`src/design/bmic_pkg.sv`:
```
package bmic_pkg;

	// Item kinds carried on the input tuser.
	localparam logic [1:0] FUNC_WRITE = 2'd0;
	localparam logic [1:0] FUNC_TICK  = 2'd1;
	localparam logic [1:0] FUNC_PRG   = 2'd2;
	localparam logic [1:0] FUNC_CHR   = 2'd3;

	// Register pages seen through the 0xF003 write decode.
	localparam logic [3:0] PAGE_PRG_LO  = 4'h8;
	localparam logic [3:0] PAGE_PRG_HI  = 4'h9;
	localparam logic [3:0] PAGE_CHR_FST = 4'hA;
	localparam logic [3:0] PAGE_CHR_LST = 4'hD;
	localparam logic [3:0] PAGE_RELOAD  = 4'hE;
	localparam logic [3:0] PAGE_IRQ     = 4'hF;

	localparam logic [1:0] REG_WRAM_EN   = 2'd2;
	localparam logic [1:0] REG_IRQ_RELD  = 2'd0;
	localparam logic [1:0] REG_IRQ_CTRL  = 2'd1;
	localparam logic [1:0] REG_MIRROR    = 2'd2;

	localparam logic [2:0] WRAM_WINDOW   = 3'b011;
	localparam logic [1:0] PRG_FIXED_SLOT = 2'd3;

	localparam logic [15:0] MASK_4  = 16'h000F;
	localparam logic [15:0] MASK_8  = 16'h00FF;
	localparam logic [15:0] MASK_12 = 16'h0FFF;
	localparam logic [15:0] MASK_16 = 16'hFFFF;

	localparam logic [5:0] LAST_PRG_RESET = 6'd63;
	localparam logic [1:0] MIRROR_HORIZONTAL = 2'd0;

	typedef struct packed {
		logic        tick;
		logic        reload;
		logic        ctrl;
		logic        enable;
		logic [15:0] mask;
		logic [15:0] reload_val;
	} irq_cmd_t;

	// Packed so that irq_out sits in the lowest bit.
	typedef struct packed {
		logic [1:0] mirroring;
		logic       ram_write;
		logic [7:0] bank;
		logic       irq_out;
	} res_t;

endpackage

```
`src/design/bmic_irq.sv`:
```
module bmic_irq (
	input  logic                clk,
	input  logic                arst_n,
	input  bmic_pkg::irq_cmd_t  cmd,
	output logic                irq_next
);

	logic [15:0] count_q;
	logic [15:0] mask_q;
	logic        enable_q;
	logic        ack_q;
	logic        level_q;

	logic [15:0] count_d;
	logic [15:0] mask_d;
	logic        enable_d;
	logic        ack_d;
	logic        level_d;
	logic [15:0] dec;

	assign dec = (count_q & mask_q) - 16'd1;

	always_comb begin
		count_d  = count_q;
		mask_d   = mask_q;
		enable_d = enable_q;
		ack_d    = ack_q;
		level_d  = level_q;
		if (cmd.tick) begin
			ack_d = 1'b0;
			if (ack_q) begin
				level_d = 1'b0;
			end
			if (enable_q) begin
				// Only a masked count stepping from one to zero raises the line.
				if (dec == 16'd0) begin
					level_d = 1'b1;
				end
				count_d = (count_q & ~mask_q) | (dec & mask_q);
			end
		end
		if (cmd.reload) begin
			ack_d   = 1'b1;
			count_d = cmd.reload_val;
		end
		if (cmd.ctrl) begin
			ack_d    = 1'b1;
			enable_d = cmd.enable;
			mask_d   = cmd.mask;
		end
	end

	always_ff @(posedge clk or negedge arst_n) begin
		if (!arst_n) begin
			count_q  <= '0;
			mask_q   <= '0;
			enable_q <= 1'b0;
			ack_q    <= 1'b0;
			level_q  <= 1'b0;
		end else begin
			count_q  <= count_d;
			mask_q   <= mask_d;
			enable_q <= enable_d;
			ack_q    <= ack_d;
			level_q  <= level_d;
		end
	end

	assign irq_next = level_d;

`ifndef SYNTHESIS
	// An acknowledge with counting off always clears the line on the next tick.
	a_ack_clears: assert property (@(posedge clk) disable iff (!arst_n)
		cmd.tick && ack_q && !enable_q |=> !level_q)
		else $error("acknowledged IRQ not dropped on tick");
	// The line only changes on a tick.
	a_level_on_tick: assert property (@(posedge clk) disable iff (!arst_n)
		!cmd.tick |=> $stable(level_q))
		else $error("IRQ level changed without a tick");
`endif

endmodule

```
`src/design/bmic_core.sv`:
```
module bmic_core (
	input  logic              clk,
	input  logic              arst_n,
	input  logic              fire,
	input  logic [1:0]        func,
	input  logic [15:0]       addr,
	input  logic [7:0]        wdata,
	input  logic [5:0]        last_prg_bank,
	output bmic_pkg::res_t    res
);

	logic [5:0] prg_bank_q [3];
	logic [7:0] chr_bank_q [8];
	logic [3:0] reload_q [4];
	logic       wram_q;
	logic [1:0] mirror_q;

	logic [3:0] page;
	logic [1:0] low;
	logic       is_write;
	logic       wr_prg;
	logic [1:0] prg_slot_w;
	logic       wr_wram;
	logic       wr_chr;
	logic [3:0] chr_idx;
	logic       wr_reload;
	logic       wr_mirror;
	logic [15:0] mask_sel;
	logic [1:0] prg_slot_r;
	logic [7:0] bank;
	logic       irq_next;
	bmic_pkg::irq_cmd_t cmd;

	assign page     = addr[15:12];
	assign low      = addr[1:0];
	assign is_write = fire && (func == bmic_pkg::FUNC_WRITE);

	always_comb begin
		wr_prg     = 1'b0;
		prg_slot_w = {1'b0, low[1]};
		if (page == bmic_pkg::PAGE_PRG_LO) begin
			wr_prg = is_write;
		end else if (page == bmic_pkg::PAGE_PRG_HI && !low[1]) begin
			wr_prg     = is_write;
			prg_slot_w = 2'd2;
		end
	end

	assign wr_wram   = is_write && page == bmic_pkg::PAGE_PRG_HI
		&& low == bmic_pkg::REG_WRAM_EN;
	assign wr_chr    = is_write && page >= bmic_pkg::PAGE_CHR_FST
		&& page <= bmic_pkg::PAGE_CHR_LST;
	assign chr_idx   = {page[1:0] - bmic_pkg::PAGE_CHR_FST[1:0], low};
	assign wr_reload = is_write && page == bmic_pkg::PAGE_RELOAD;
	assign wr_mirror = is_write && page == bmic_pkg::PAGE_IRQ
		&& low == bmic_pkg::REG_MIRROR;

	always_comb begin
		if (wdata[3]) begin
			mask_sel = bmic_pkg::MASK_4;
		end else if (wdata[2]) begin
			mask_sel = bmic_pkg::MASK_8;
		end else if (wdata[1]) begin
			mask_sel = bmic_pkg::MASK_12;
		end else begin
			mask_sel = bmic_pkg::MASK_16;
		end
	end

	always_comb begin
		cmd.tick   = fire && (func == bmic_pkg::FUNC_TICK);
		cmd.reload = is_write && page == bmic_pkg::PAGE_IRQ
			&& low == bmic_pkg::REG_IRQ_RELD;
		cmd.ctrl   = is_write && page == bmic_pkg::PAGE_IRQ
			&& low == bmic_pkg::REG_IRQ_CTRL;
		cmd.enable = wdata[0];
		cmd.mask   = mask_sel;
		cmd.reload_val = {reload_q[3], reload_q[2], reload_q[1], reload_q[0]};
	end

	bmic_irq u_irq (
		.clk       (clk),
		.arst_n    (arst_n),
		.cmd       (cmd),
		.irq_next  (irq_next)
	);

	always_ff @(posedge clk or negedge arst_n) begin
		if (!arst_n) begin
			for (int i = 0; i < 3; i++) begin
				prg_bank_q[i] <= '0;
			end
			for (int i = 0; i < 8; i++) begin
				chr_bank_q[i] <= '0;
			end
			for (int i = 0; i < 4; i++) begin
				reload_q[i] <= '0;
			end
			wram_q   <= 1'b1;
			mirror_q <= bmic_pkg::MIRROR_HORIZONTAL;
		end else begin
			if (wr_prg) begin
				if (low[0]) begin
					prg_bank_q[prg_slot_w][5:4] <= wdata[1:0];
				end else begin
					prg_bank_q[prg_slot_w][3:0] <= wdata[3:0];
				end
			end
			if (wr_chr) begin
				if (chr_idx[0]) begin
					chr_bank_q[chr_idx[3:1]][7:4] <= wdata[3:0];
				end else begin
					chr_bank_q[chr_idx[3:1]][3:0] <= wdata[3:0];
				end
			end
			if (wr_reload) begin
				reload_q[low] <= wdata[3:0];
			end
			if (wr_wram) begin
				wram_q <= (wdata[1:0] != 2'b00);
			end
			if (wr_mirror) begin
				mirror_q <= wdata[1:0];
			end
		end
	end

	assign prg_slot_r = addr[14:13];

	always_comb begin
		bank = '0;
		case (func)
			bmic_pkg::FUNC_PRG: begin
				if (addr[15]) begin
					if (prg_slot_r == bmic_pkg::PRG_FIXED_SLOT) begin
						bank = {2'b00, last_prg_bank};
					end else begin
						bank = {2'b00, prg_bank_q[prg_slot_r]};
					end
				end
			end
			bmic_pkg::FUNC_CHR: begin
				if (addr[15:13] == 3'b000) begin
					bank = chr_bank_q[addr[12:10]];
				end
			end
			default: begin
				bank = '0;
			end
		endcase
	end

	always_comb begin
		res.irq_out   = irq_next;
		res.bank      = bank;
		res.ram_write = (func == bmic_pkg::FUNC_WRITE) && wram_q
			&& addr[15:13] == bmic_pkg::WRAM_WINDOW;
		res.mirroring = wr_mirror ? wdata[1:0] : mirror_q;
	end

endmodule

```
`src/design/bank_mapper_with_irq_counter_top.sv`:
```
// Cartridge bank mapper with a CPU cycle IRQ counter. Each request on the input stream is a CPU
// write, a CPU cycle tick or a PRG/CHR address lookup, selected by s_tuser, and each request
// yields exactly one result: the IRQ line level after the request, the looked-up bank (zero for
// writes and ticks), a work RAM write strobe and the current mirroring mode. A request is
// evaluated while it sits in the input register and is loaded into the result register as it
// advances, once the result register is empty or being read; a new request is taken every cycle
// while the result side keeps up. The register that holds the fixed top PRG bank is written
// through the cfg port; the user must do this only while the block is idle; it is not enforced.
module bank_mapper_with_irq_counter_top (
	input  logic        clk,
	input  logic        arst_n,
	input  logic        s_tvalid,
	output logic        s_tready,
	input  logic [23:0] s_tdata,   // addr[15:0], wdata[23:16]
	input  logic [1:0]  s_tuser,   // func[1:0]
	output logic        m_tvalid,
	input  logic        m_tready,
	output logic [15:0] m_tdata,   // irq_out[0], bank[8:1], ram_write[9], mirroring[11:10]
	input  logic        cfg_valid,
	output logic        cfg_ready,
	input  logic [5:0]  cfg_data   // last_prg_bank
);

	logic        valid_s1;
	logic [1:0]  func_s1;
	logic [15:0] addr_s1;
	logic [7:0]  wdata_s1;
	logic        m_tvalid_q;
	bmic_pkg::res_t res_q;
	bmic_pkg::res_t res;
	logic [5:0]  last_prg_q;
	logic        advance;

	assign advance   = valid_s1 && (!m_tvalid_q || m_tready);
	assign s_tready  = !valid_s1 || advance;
	assign cfg_ready = 1'b1;

	always_ff @(posedge clk or negedge arst_n) begin
		if (!arst_n) begin
			last_prg_q <= bmic_pkg::LAST_PRG_RESET;
		end else if (cfg_valid) begin
			last_prg_q <= cfg_data;
		end
	end

	always_ff @(posedge clk or negedge arst_n) begin
		if (!arst_n) begin
			valid_s1 <= 1'b0;
		end else if (s_tready) begin
			valid_s1 <= s_tvalid;
		end
	end

	always_ff @(posedge clk) begin
		if (s_tvalid && s_tready) begin
			func_s1  <= s_tuser;
			addr_s1  <= s_tdata[15:0];
			wdata_s1 <= s_tdata[23:16];
		end
	end

	bmic_core u_core (
		.clk           (clk),
		.arst_n        (arst_n),
		.fire          (advance),
		.func          (func_s1),
		.addr          (addr_s1),
		.wdata         (wdata_s1),
		.last_prg_bank (last_prg_q),
		.res           (res)
	);

	always_ff @(posedge clk or negedge arst_n) begin
		if (!arst_n) begin
			m_tvalid_q <= 1'b0;
		end else if (advance) begin
			m_tvalid_q <= 1'b1;
		end else if (m_tready) begin
			m_tvalid_q <= 1'b0;
		end
	end

	always_ff @(posedge clk) begin
		if (advance) begin
			res_q <= res;
		end
	end

	assign m_tvalid = m_tvalid_q;
	assign m_tdata  = {4'b0000, res_q};

`ifndef SYNTHESIS
	// A request held in the input register is never dropped while the output stalls.
	a_s1_held: assert property (@(posedge clk) disable iff (!arst_n)
		valid_s1 && m_tvalid_q && !m_tready |=> valid_s1 && $stable(addr_s1))
		else $error("input stage lost a request under back-pressure");
	// Every request that leaves the input register becomes a pending result.
	a_adv_result: assert property (@(posedge clk) disable iff (!arst_n)
		advance |=> m_tvalid_q)
		else $error("advanced request produced no result");
	// Ticks and lookups never strobe the work RAM.
	a_no_ramw: assert property (@(posedge clk) disable iff (!arst_n)
		advance && func_s1 != bmic_pkg::FUNC_WRITE |=> !res_q.ram_write)
		else $error("work RAM strobe on a non-write request");
	// Writes and ticks carry a zero bank.
	a_bank_zero: assert property (@(posedge clk) disable iff (!arst_n)
		advance && (func_s1 == bmic_pkg::FUNC_WRITE || func_s1 == bmic_pkg::FUNC_TICK)
		|=> res_q.bank == 8'd0)
		else $error("nonzero bank on a write or tick");
`endif

endmodule
```
`config.mk`:
```
export PLATFORM = sky130hd
export DESIGN_NAME = bank_mapper_with_irq_counter_top
export DESIGN_NICKNAME = d
export VERILOG_FILES = /design/src/design/bmic_pkg.sv /design/src/design/bmic_irq.sv /design/src/design/bmic_core.sv /design/src/design/bank_mapper_with_irq_counter_top.sv
export SDC_FILE = /design/constraint.sdc
export NUM_CORES = 1
export LEC_CHECK = 0
export BUFFER_PORTS_ARGS = -buffer_cell sky130_fd_sc_hd__buf_2
export CAP_MARGIN = 40
export CORE_ASPECT_RATIO = 0.75
export CORE_MARGIN = 2
export CORE_UTILIZATION = 50
export CTS_CLUSTER_SIZE = 20
export DETAILED_ROUTE_END_ITERATION = 7
export PLACE_DENSITY_LB_ADDON = 0.3
export REMOVE_ABC_BUFFERS = 1
export SYNTH_ARGS = -nofsm -noshare
export SYNTH_HDL_FRONTEND = slang
export SYNTH_HIERARCHICAL = 1
export SYNTH_SLANG_ARGS = --single-unit
```
`constraint.sdc`:
```
create_clock -name clk -period 6.1 [get_ports clk]
set_clock_uncertainty 0.15 [all_clocks]
set_input_delay 0.61 -clock clk [delete_from_list [all_inputs] [get_ports clk]]
set_output_delay 0.61 -clock clk [all_outputs]
set_load 0.01 [all_outputs]
```
==> flow_summary_export.csv <==
group,metric,value,unit
worst_setup_path,cp_num_buf_inv,0,
floorplan,coreArea,15300,um^2
layout,final_util,57.6,%
sta,final.setup.tns,0,ns
layout,multi_input_area,3220,um^2
clock_tree,cts_tree,"built",
worst_setup_path,crit_slowest_cell,"and4_1",
worst_setup_path,crit_chain,"nand2b_1 > and2_1 > and4b_1 > and4_1 > mux2_2",
drt,totalWireLength,16200,um
worst_setup_path,required,6.26,ns
worst_setup_path,worstPathArrival,3.59,ns
floorplan,initial_core_util,51.3,%
sta,fmax,0.291,GHz
sta,worstMarginPinSlew,0.886,ns
worst_setup_path,cp-startpoint,"m_tvalid$_DFFE_PN0P_",
global_routing,grt_pass1_wl,26700,um
power,total_leakage_power,4.19,nW
layout,instances_no_fill,821,
power,p_seq_share,49.8,%
synth,synth_area_per_cell,13.7,um^2
worst_setup_path,rr_endpoint,"u_core/u_irq/enable_q$_DFFE_PN0P_",
worst_setup_path,r2r-start,"m_tvalid$_DFFE_PN0P_",
sta,finalSetupViolations,0,
sta,finalHoldViolations,0,
worst_setup_path,rr_worst_depth,5,
floorplan,die_h,112,um
layout,regArea,4390,um^2
floorplan,die_area,16700,um^2
clock_tree,cts.hold.buffers_added,0,
clock_tree,h-tree-depth,4,
place,numPortBuffers,38,
sta,period_share,56.3,%
global_routing,grt_pass1_vias,5004,
worst_setup_path,crit_type,"flip-flop to flip-flop",
clock_tree,ctsResizeCount,0,
power,internal_power,1.95,mW
global_routing,grt_max_degree,87,
run,drv_cap,0,
global_routing,track_usage,21.0,%
power,comb_power_share,7.0,%
clock_tree,path_clk_slew,0.06,ns
clock_tree,clockRootBuffer,"clkbuf_16",
synth,synth_area,7840,um^2
power,irDropWorstVdd,0.196,mV
clock_tree,numCtsBuffers,17,
power,power,2.53,mW
place,dp.cells,789,
clock_tree,post_cts.repair.setup_buffers,0,
layout,syn_to_final_growth,12.2,%
worst_setup_path,worst-r2r-setup-slack,2.67,ns
worst_setup_path,cp_num_cells,5,
floorplan,num_rows,39,
drt,via_per_inst,5.84,
floorplan,io_pins,56,
status,outcome,"complete, no violations",
clock_tree,clock-sinks,170,
worst_setup_path,cp-endpoint,"u_core/u_irq/enable_q$_DFFE_PN0P_",
layout,finalNetCount,641,
power,switching_power,578,uW
drt,drt_iter0_markers,321,
clock_tree,clock_path_buffers,2,
sta,slew_viol_final,0,
global_routing,antenna_found_initial,0,
place,gp_congestion,0.809,
layout,diodes,0,
drt,detail-route-antenna-nets,0,
worst_setup_path,cp-end-kind,"flip-flop",
sta,post-route-min-period,3.43,ns
place,dp_hpwl,10700,um
clock_tree,clock_latency,0.42,ns
synth,yosysWarnings,6,
drt,drc_errors,0,
layout,drive_above_1_share,39.8,%
sta,fin_hold_ws,0.0724,ns
global_routing,grt_overflow,0,
worst_setup_path,start_kind,"flip-flop",
power,clkPwrFrac,43.2,%
power,pwr_density_cell,288,nW/um^2
hold_path,hold_class,"input port to asynchronous set/reset pin",
sta,rsz0062_at_grt,"no",
worst_setup_path,path_delay_family,"simple AND/OR/NAND/NOR gates",
drt,firstDrtPassIters,5,
sta,slew_headroom,40.9,%
layout,nFillCells,1193,
drt,vias,4795,
worst_setup_path,path_max_fanout,18,
floorplan,die_w,149,um
synth,syn_inst,573,
power,switching_share,22.8,%
worst_setup_path,critPathMaxStageDelay,0.87,ns
drt,routedWlPerCell,19.8,um
==> per-layer routing <==
layer	wire, um	global-route usage [%]
met4	239	7.75
met5	0	0
met1	7780	30.4
met2	7590	32.0
met3	623	3.82
==> how the worst min path moves through the flow <==
stage	endpoint	slack (ns)	cells past startpoint
3_3_place_gp	m_tvalid$_DFFE_PN0P_	0.31	1
5_1_grt	valid_s1$_DFFE_PN0P_	0.14	1
3_5_place_dp	flip-flop	0.32	2
6_report	m_tvalid$_DFFE_PN0P_	0.07	1
2_1_floorplan	m_tvalid$_DFFE_PN0P_	0.16	0
4_1_cts	u_core/chr_bank_q[15]$_DFFE_PN0P_	0.11	1
==> power groups by stage <==
| stage | Sequential [mW] | Combinational [mW] | Clock (mW) |
|---|---|---|---|
| 4_1_cts | 1.26 | 0.179 | 1.11 |
| 2_1_floorplan | 1.28 | 0.0978 | 0 |
| 3_3_place_gp | 1.28 | 0.162 | 0 |
| 6_report | 1.26 | 0.177 | 1.09 |
| 5_1_grt | 1.27 | 0.194 | 1.17 |
| 3_5_place_dp | 1.28 | 0.177 | 0 |
==> metrics by stage <==
step	setup slack (ns)	instance area, um^2
final	2.67	8800
after global routing	2.48	8800
after CTS	2.65	8800
after detailed placement	2.35	8200
after global placement	2.42	8150
after floorplan	2.51	7640
==> registers in the layout (all words and copies together) (netlist names), named ones only <==
| name | flops |
|---|---|
| u_core/u_irq/enable_q | 1 |
| u_core/mirror_q | 2 |
| u_core/chr_bank_q | 64 |
| u_core/wram_q | 1 |
| u_core/u_irq/level_q | 1 |
| u_core/u_irq/ack_q | 1 |
| u_core/cmd | 16 |
| wdata_s1 | 4 |
| m_tdata | 12 |
| u_core/u_irq/mask_q | 16 |
| valid_s1 | 1 |
| addr_s1 | 8 |
| u_core/prg_bank_q | 18 |
| func_s1 | 2 |
| last_prg_q | 6 |
| u_core/u_irq/count_q | 1 |
| m_tvalid | 1 |
==> cells in the final DEF, fill, tap and decap left out, drive strengths merged, types with 3 or more instances in the layout <==
master	instances
nor3	3
inv	11
o31ai	7
a22oi	6
nor2	16
nand3	28
mux2i	6
mux2	131
o21ai	10
nand2b	4
a311o	3
clkbuf	21
a31oi	5
clkinv	5
dfstp	7
buf	48
o22ai	5
nor2b	7
nand4	14
nand2	35
xor2	5
conb	9
and3b	5
nor3b	3
bufinv	3
and3	9
dfrtp	137
edfxtp	26
mux4	17
==> cell type report <==
class,instances,area share [%]
Clock buffer,21,5.12
Clock inverter,11,1.65
Inverter,10,0.427
Multi-Input combinational cell,356,36.6
Sequential cell,170,49.9
Tap cell,205,2.91
Timing Repair Buffer,48,3.40
(Power assumes the default switching activity.)
